[src/rtl/core/bbd_pkg.sv]
// bbd_pkg: shared types and constants of the bilinear bayer demosaic
// holds field widths, register indexes, colour codes and the filter lookup
// no dependencies

package bbd_pkg;

   // fixed field widths of the two channels and of the register port
   localparam int unsigned SAMPLE_W  = 16;
   localparam int unsigned COORD_W   = 12;
   localparam int unsigned DIM_W     = 13;
   localparam int unsigned PATTERN_W = 2;
   localparam int unsigned CSR_DATA_W = 32;
   localparam int unsigned CSR_ADDR_W = 4;

   // register reset values
   localparam logic [DIM_W-1:0]     WIDTH_RESET   = 13'd640;
   localparam logic [DIM_W-1:0]     HEIGHT_RESET  = 13'd480;
   localparam logic [PATTERN_W-1:0] PATTERN_RESET = 2'd0;

   // register indexes (byte address / 4)
   typedef enum logic [1:0] {
      CSR_IMAGE_WIDTH  = 2'd0,
      CSR_IMAGE_HEIGHT = 2'd1,
      CSR_CFA_PATTERN  = 2'd2,
      CSR_UNUSED       = 2'd3
   } csr_index_type;

   // filter tile codes
   typedef enum logic [PATTERN_W-1:0] {
      CFA_BGGR = 2'd0,
      CFA_GBRG = 2'd1,
      CFA_GRBG = 2'd2,
      CFA_RGGB = 2'd3
   } cfa_type;

   // colour of one filter site
   typedef enum logic [1:0] {
      COLOUR_RED   = 2'd0,
      COLOUR_GREEN = 2'd1,
      COLOUR_BLUE  = 2'd2
   } colour_type;

   // one result transaction
   typedef struct packed {
      logic [SAMPLE_W-1:0] red;
      logic [SAMPLE_W-1:0] green;
      logic [SAMPLE_W-1:0] blue;
      logic [COORD_W-1:0]  out_col;
      logic [COORD_W-1:0]  out_row;
      logic                frame_end;
   } rsp_item_type;

   // colour at a site, from the tile and the row and column parity
   function automatic colour_type site_colour(input cfa_type pattern,
                                              input logic row_odd,
                                              input logic col_odd);
      colour_type result;
      result = COLOUR_GREEN;
      case (pattern)
         CFA_BGGR: begin
            if (!row_odd && !col_odd) result = COLOUR_BLUE;
            else if (row_odd && col_odd) result = COLOUR_RED;
         end
         CFA_GBRG: begin
            if (!row_odd && col_odd) result = COLOUR_BLUE;
            else if (row_odd && !col_odd) result = COLOUR_RED;
         end
         CFA_GRBG: begin
            if (!row_odd && col_odd) result = COLOUR_RED;
            else if (row_odd && !col_odd) result = COLOUR_BLUE;
         end
         CFA_RGGB: begin
            if (!row_odd && !col_odd) result = COLOUR_RED;
            else if (row_odd && col_odd) result = COLOUR_BLUE;
         end
         default: result = COLOUR_GREEN;
      endcase
      return result;
   endfunction

endpackage

[src/rtl/core/bbd_interp.sv]
// bbd_interp: bilinear colour reconstruction of one 3x3 window centre
// rounded two- and four-sample means, selected by the site colour
// depends on bbd_pkg

module bbd_interp #(
   parameter int unsigned PW = 16
) (
   input  logic [PW-1:0]         win [9],
   input  bbd_pkg::cfa_type      pattern,
   input  logic                  row_odd,
   input  logic                  col_odd,
   output logic [PW-1:0]         red,
   output logic [PW-1:0]         green,
   output logic [PW-1:0]         blue
);

   logic [PW:0]         horiz_sum;
   logic [PW:0]         vert_sum;
   logic [PW+1:0]       cross_sum;
   logic [PW+1:0]       diag_sum;
   logic [PW-1:0]       horiz_avg;
   logic [PW-1:0]       vert_avg;
   logic [PW-1:0]       cross_avg;
   logic [PW-1:0]       diag_avg;
   bbd_pkg::colour_type centre_colour;
   bbd_pkg::colour_type horiz_colour;

   // rounded means; window is a b c / d e f / g h i in raster order
   assign horiz_sum = (PW+1)'(win[3]) + (PW+1)'(win[5]) + (PW+1)'(1);
   assign vert_sum  = (PW+1)'(win[1]) + (PW+1)'(win[7]) + (PW+1)'(1);
   assign cross_sum = (PW+2)'(win[1]) + (PW+2)'(win[3]) + (PW+2)'(win[5])
                    + (PW+2)'(win[7]) + (PW+2)'(2);
   assign diag_sum  = (PW+2)'(win[0]) + (PW+2)'(win[2]) + (PW+2)'(win[6])
                    + (PW+2)'(win[8]) + (PW+2)'(2);
   assign horiz_avg = horiz_sum[PW:1];
   assign vert_avg  = vert_sum[PW:1];
   assign cross_avg = cross_sum[PW+1:2];
   assign diag_avg  = diag_sum[PW+1:2];

   // colour of the centre and of its horizontal neighbours
   assign centre_colour = bbd_pkg::site_colour(pattern, row_odd, col_odd);
   assign horiz_colour  = bbd_pkg::site_colour(pattern, row_odd, !col_odd);

   // place the centre sample and the means by site colour
   always_comb begin
      red   = win[4];
      green = win[4];
      blue  = win[4];
      case (centre_colour)
         bbd_pkg::COLOUR_RED: begin
            green = cross_avg;
            blue  = diag_avg;
         end
         bbd_pkg::COLOUR_BLUE: begin
            green = cross_avg;
            red   = diag_avg;
         end
         bbd_pkg::COLOUR_GREEN: begin
            if (horiz_colour == bbd_pkg::COLOUR_RED) begin
               red  = horiz_avg;
               blue = vert_avg;
            end else begin
               red  = vert_avg;
               blue = horiz_avg;
            end
         end
         default: begin
            red   = win[4];
            green = win[4];
            blue  = win[4];
         end
      endcase
   end

endmodule

[config.mk]
export PLATFORM = sky130hd
export DESIGN_NAME = bbd_interp
export DESIGN_NICKNAME = d
export VERILOG_FILES = /design/src/rtl/core/bbd_pkg.sv /design/src/rtl/core/bbd_interp.sv
export SDC_FILE = /design/constraint.sdc
export NUM_CORES = 1
export LEC_CHECK = 0
export BUFFER_PORTS_ARGS = -buffer_cell sky130_fd_sc_hd__buf_2
export CAP_MARGIN = 25
export CORE_ASPECT_RATIO = 1.2
export CORE_UTILIZATION = 50
export DETAILED_ROUTE_END_ITERATION = 7
export GPL_TIMING_DRIVEN = 0
export PLACE_DENSITY_LB_ADDON = 0.12
export SYNTH_ARGS = -nofsm -noshare
export SYNTH_HDL_FRONTEND = slang
export SYNTH_SLANG_ARGS = --single-unit
export TNS_END_PERCENT = 20
[constraint.sdc]
create_clock -name vclk -period 5.5
set_input_delay 1.1 -clock vclk [all_inputs]
set_output_delay 1.1 -clock vclk [all_outputs]
set_load 0.01 [all_outputs]
==> results.md, run 1 <==
- Setup TNS: 0 ns
- Yosys warns: 0
- Share of layout cells above drive strength 1: 22.5%
- Kind of start point of the critical path: primary input
- Mapped Cells: approximately 830
- Core area: 11700 um2
- Initial Util: between 50% and 60%
- Vias per cell: 5.62
- Syn Std Cell Area: approximately 6100 um2
- Crit path DAT: 4.31 ns
- Worst-Margin Slew: 0.645 ns
- Vias: roughly 6700
- Pre-CTS WS: -0.152 ns
- Post-layout nets: 1318
- Area Overhead vs Synth: 21.9%
- WS Path Type: in -> out
- Wire length per cell: 15.0 um
- Post-Route WL: approximately 18 mm
- Remaining DRCs: 0
- PwrDens: 245 nW/um2
- Hold Startpoint: win[64]
- Setup WS post-layout: just over 0.09 ns
- Post-route ant nets: 0
- Hold Crit Class: in -> out
- Worst Path Required: 4.40 ns
- Tmin final: ~5.4 ns
- Final Hold Viols: 0
- Die area: approximately 13000 um2
- Max Cap Violations: 0
- I/O Pins: a little under 200
- Critical-path maximum fanout: 4
- Die width: just over 100 um
- Die Ht: between 100 and 150 um
- Std-Cell Rows: between 40 and 50
- First-pass GRT wire length: between 20 and 30 mm
- Largest net degree at the start of global routing: 11
- 1st-iter DRT viols: between 400 and 500
- Placer Congestion: 0.922
- Number of antenna violations at the first check in global routing: 0
- Antenna diodes: 0
- Hold worst-path end: green[0]
- Post-CTS Hold Buffers: 0
- I/O Buffers: a little under 200
- Seq_cells: 0
- Final instance area: ~7400 um2
- Period Utilization, post-route: a little over nine tenths
- Worst setup EP type: output pin
- Register area: 0 um2
- Hold depth: 4
- Syn nets: ~1100
- Sequential share of the synthesized area: 0%
- Post-DP HPWL: about 15 mm
- Unrepaired setup endpoints after global routing: true
- Slew HR: between 50% and 60%
- Max Slew Vio Count: 0
- Util after Layout: between 60 and 70%
- TritonRoute pass-1 iters: 5
- Number of global-route vias before repair: slightly above 6000
- CLK BUF: 0
- Overflow left after global routing: 0
- Netlist cell types: 67
- Total leakage power: a little over 4 nW
- Worst VDD drop: around 0.15 mV
- Syn_area_per_cell: roughly 7.3 um2
- Status: completed
- Final Setup Violations: 0
- Achievable frequency: roughly 0.18 GHz
- Total track usage: roughly 28%
- Pwr Total: 1.82 mW
- Placed inst area: 7270 um2
final cells by class:
class                      count  area, um2
fill                        1144       4310
inverter                     174        653
timing repair buffer         200       1010
tap                          157        196
multi-input combinational    636       5460
buffer                        23       98.8
cells by family after synthesis:
kind of cell | after synthesis | share of synthesized area [%]
buf+inv | 197 | 12.3
mux | 17 | 2.92
simple gates | 219 | 17.2
fa+ha+maj | 135 | 35.6
compound gates | 218 | 25.1
xor+xnor | 47 | 6.76
cells in the final DEF (no fill, tap or decap), types with 9 or more instances in the layout:
master,n
nor2_1,42
a21oi_1,40
buf_2,200
a21o_1,22
xnor2_1,24
mux2i_1,14
inv_1,174
ha_1,67
fa_1,64
nand2_1,72
and3_1,16
clkbuf_1,18
or3_1,12
o21ai_0,38
a31oi_1,11
o211ai_1,16
o21a_1,9
nor3_1,16
xor2_1,21
nand3_1,28
critical path: stages:
cell	delay (ns)
buf_2	0.08
inv_1	0.04
fa_1	0.55
fa_1	0.41
inv_1	0.10
ha_4	0.22
nand4b_1	0.14
a21oi_2	0.10
o41a_4	0.50
a221o_1	0.40
xnor2_2	0.17
nand2_1	0.09
a31oi_2	0.24
buf_2	0.17
worst max path at each step:
stage          startpoint        end  slack (ns)  depth (start not counted)
6_report           win[2]     red[9]        0.09                         14
5_1_grt            win[2]   blue[14]       -0.02                         15
4_1_cts           win[18]  green[11]        0.02                         14
3_5_place_dp      win[21]  green[11]       -0.15                         14
3_3_place_gp      win[22]  green[11]       -0.16                         14
2_1_floorplan      win[2]    blue[9]        0.35                         11
per-layer routing:
| layer | routed length [um] | share of wire [%] | GRT usage [%] | vias to the layer above |
|---|---|---|---|---|
| met3 | 1020 | 5.7 | 1.19 | 37 |
| met1 | 7550 | 42 | 35.7 | 3122 |
| met5 | 0 | 0 | 0 | - |
| met4 | 507 | 2.8 | 7.48 | 0 |
| met2 | 8720 | 49 | 51.0 | 260 |
| li1 | - | - | - | 3271 |
power breakdown:
group,leakage [nW],switching (mW),internal [mW]
combinational,4.09,1.05,0.766
sequential,0,0,0
clock,0,0,0
total,4.09,1.05,0.766
synth_stat cells (9+ instances only):
cell type | count | area share, %
mux2i_1 | 14 | 2.3
a21oi_1 | 41 | 3.4
or3_1 | 12 | 1.2
o211ai_1 | 16 | 2.0
xor2_1 | 21 | 3.0
a21o_1 | 22 | 2.7
inv_1 | 174 | 11
nor3_1 | 16 | 1.3
xnor2_1 | 26 | 3.7
ha_1 | 71 | 15
a31oi_1 | 13 | 1.3
nor2_1 | 42 | 2.6
nand3_1 | 29 | 2.4
and3_1 | 16 | 1.6
o21a_1 | 9 | 1.1
nand2_1 | 72 | 4.4
o21ai_0 | 41 | 3.4
clkbuf_1 | 18 | 1.1
fa_1 | 64 | 21
stage by stage:
step                hold WS [ns]  std cells
floorplan                   2.33        833
global placement            2.54       1186
detailed placement          2.55       1186
CTS                         2.55       1190
global route                2.58       1190
finish                      2.55       1190
repair_timing:
item,CTS,global route
endpoints found under the hold margin,0,0
buffers inserted,4,0
pin swaps,6,7
resized for setup,5,13
endpoints found under the setup margin,5,9
Note: power is estimated with default switching activity, not from simulation.
==> inputs of run 2 (changes only) <==
--- a/config.mk
+++ b/config.mk
@@ -12,6 +12,7 @@
 export DETAILED_ROUTE_END_ITERATION = 7
 export GPL_TIMING_DRIVEN = 0
 export PLACE_DENSITY_LB_ADDON = 0.12
+export RECOVER_POWER = 100
 export SYNTH_ARGS = -nofsm -noshare
 export SYNTH_HDL_FRONTEND = slang
 export SYNTH_SLANG_ARGS = --single-unit
==> results.md, run 2 (synthesized netlist as in run 1, its figures left out) <==
- Status: completed
- Placed inst area: 7270 um2 (unchanged)
- Share of layout cells above drive strength 1: 22.1% (-0.39 points)
- Period Utilization, post-route: 98.4% (about the same)
- Most frequent cells in the layout: buf_2, inv_1, nand2_1
- Multi-input logic area: 5460 um2 (unchanged)
- Number of global-route vias before repair: 6184 (unchanged)
- Die width: 103 um (unchanged)
- First-pass GRT wire length: 28.1 mm (unchanged)
- Worst-Margin Slew: 0.647 ns (+0.00211 ns)
- Post-Route WL: 17.8 mm (about the same)
- WS Path Type: in -> out
- I/O Pins: 196 (unchanged)
- Hold Crit Class: in -> out
- Commonest non-fill, non-tap cell in the layout: buf_2
- Hold depth: 4 (unchanged)
- Post-layout nets: 1318 (unchanged)
- Placer Congestion: 0.922 (unchanged)
- 1st-iter DRT viols: 448 (-0.22%)
- Worst Path Required: 4.40 ns (about the same)
- Max Cap Violations: 0 (unchanged)
- Final Setup Violations: 0 (unchanged)
- Remaining DRCs: 0 (unchanged)
- Vias per cell: 5.63 (about the same)
- Core area: 11700 um2 (unchanged)
- Largest net degree at the start of global routing: 11 (unchanged)
- Wire length per cell: 15.0 um (about the same)
- I/O Buffers: 196 (unchanged)
- Tmin final: 5.41 ns (+0.0000146 ns)
- Unrepaired setup endpoints after global routing: true
- Crit path DAT: 4.31 ns (about the same)
- TritonRoute pass-1 iters: 5 (unchanged)
- Initial Util: 51.9% (unchanged)
- Slew HR: 56.7% (-0.14 points)
- Post-CTS Hold Buffers: 0 (unchanged)
- Vias: 6695 (+0.075%)
- PwrDens: 245 nW/um2 (about the same)
- Achievable frequency: 0.185 GHz (about the same)
- Worst VDD drop: 0.146 mV (about the same)
- Overflow left after global routing: 0 (unchanged)
- Post-route ant nets: 0 (unchanged)
- Critical-path maximum fanout: 4 (unchanged)
- Total track usage: 28.0% (unchanged)
- Final Hold Viols: 0 (unchanged)
- Area Overhead vs Synth: 21.8% (about the same)
- Hold Startpoint: win[64]
- Die Ht: 123 um (unchanged)
- Seq_cells: 0 (unchanged)
- Setup TNS: 0 ns (unchanged)
- Filler cells: 1145 (+0.087%)
- Hold WS: 2.55 ns (unchanged)
- Std-Cell Rows: 43 (unchanged)
- Antenna diodes: 0 (unchanged)
- Final instance area: 7420 um2 (about the same)
- Die area: 12600 um2 (unchanged)
- Worst setup EP type: output pin
- Hold worst-path end: green[0]
- Total leakage power: 4.08 nW (-0.28%)
- Kind of start point of the critical path: primary input
- CLK BUF: 0 (unchanged)
- Register area: 0 um2 (unchanged)
- Post-DP HPWL: 15.4 mm (unchanged)
- Max Slew Vio Count: 0 (unchanged)
- Number of antenna violations at the first check in global routing: 0 (unchanged)
run 2: cell type report:
cell class | count | share of cell area, %
multi-input combinational | 636 | 73.7
timing repair buffer | 200 | 13.6
inverter | 174 | 8.81
tap | 157 | 2.65
buffer | 23 | 1.33
run 2: power breakdown:
group / total [mW] / internal (mW) / switching, mW
clock network: 0 / 0 / 0
logic: 1.81 / 0.762 / 1.05
registers: 0 / 0 / 0
run 2: repair_timing:
item / 4_1_cts / 5_1_grt
pin swaps: 6 / 7
setup endpoints to repair: 5 / 9
gates resized for setup: 5 / 13
setup buffers: 4 / 0
run 2: critical path: stages:
cell and delay, ns:
buf_2 0.08, inv_1 0.04, fa_1 0.55, fa_1 0.41, inv_1 0.10, ha_4 0.22, nand4b_1 0.14, a21oi_2 0.10
o41a_4 0.50, a221o_1 0.40, xnor2_2 0.17, nand2_1 0.09, a31oi_2 0.24, buf_2 0.17
run 2: stage by stage:
step / utilization, % / instances / setup WS [ns] / total power [mW]
5_1_grt: 63.2 / 1190 / -0.0219 / 2.02
3_3_place_gp: 62.0 / 1186 / -0.159 / 1.70
3_5_place_dp: 62.0 / 1186 / -0.152 / 1.71
2_1_floorplan: - / 833 / 0.353 / 1.21
4_1_cts: 62.5 / 1190 / 0.0224 / 1.76
6_report: 63.2 / 1190 / 0.0907 / 1.81
run 2: worst max-delay path by stage:
stage / endpoint / startpoint / slack [ns] / cells past startpoint
after global routing: blue[14] / win[2] / -0.02 / 15
after detailed placement: green[11] / win[21] / -0.15 / 14
after floorplan: blue[9] / win[2] / 0.35 / 11
after global placement: green[11] / win[22] / -0.16 / 14
final: red[9] / win[2] / 0.09 / 14
after CTS: green[11] / win[18] / 0.02 / 14
run 2: per-layer routing:
metal | wire (um) | global-route usage, % | part of all wire (%)
met1 | 7550 | 35.7 | 42
met2 | 8730 | 51.0 | 49
met3 | 1020 | 1.19 | 5.7
met4 | 507 | 7.48 | 2.8
met5 | 0 | 0 | 0
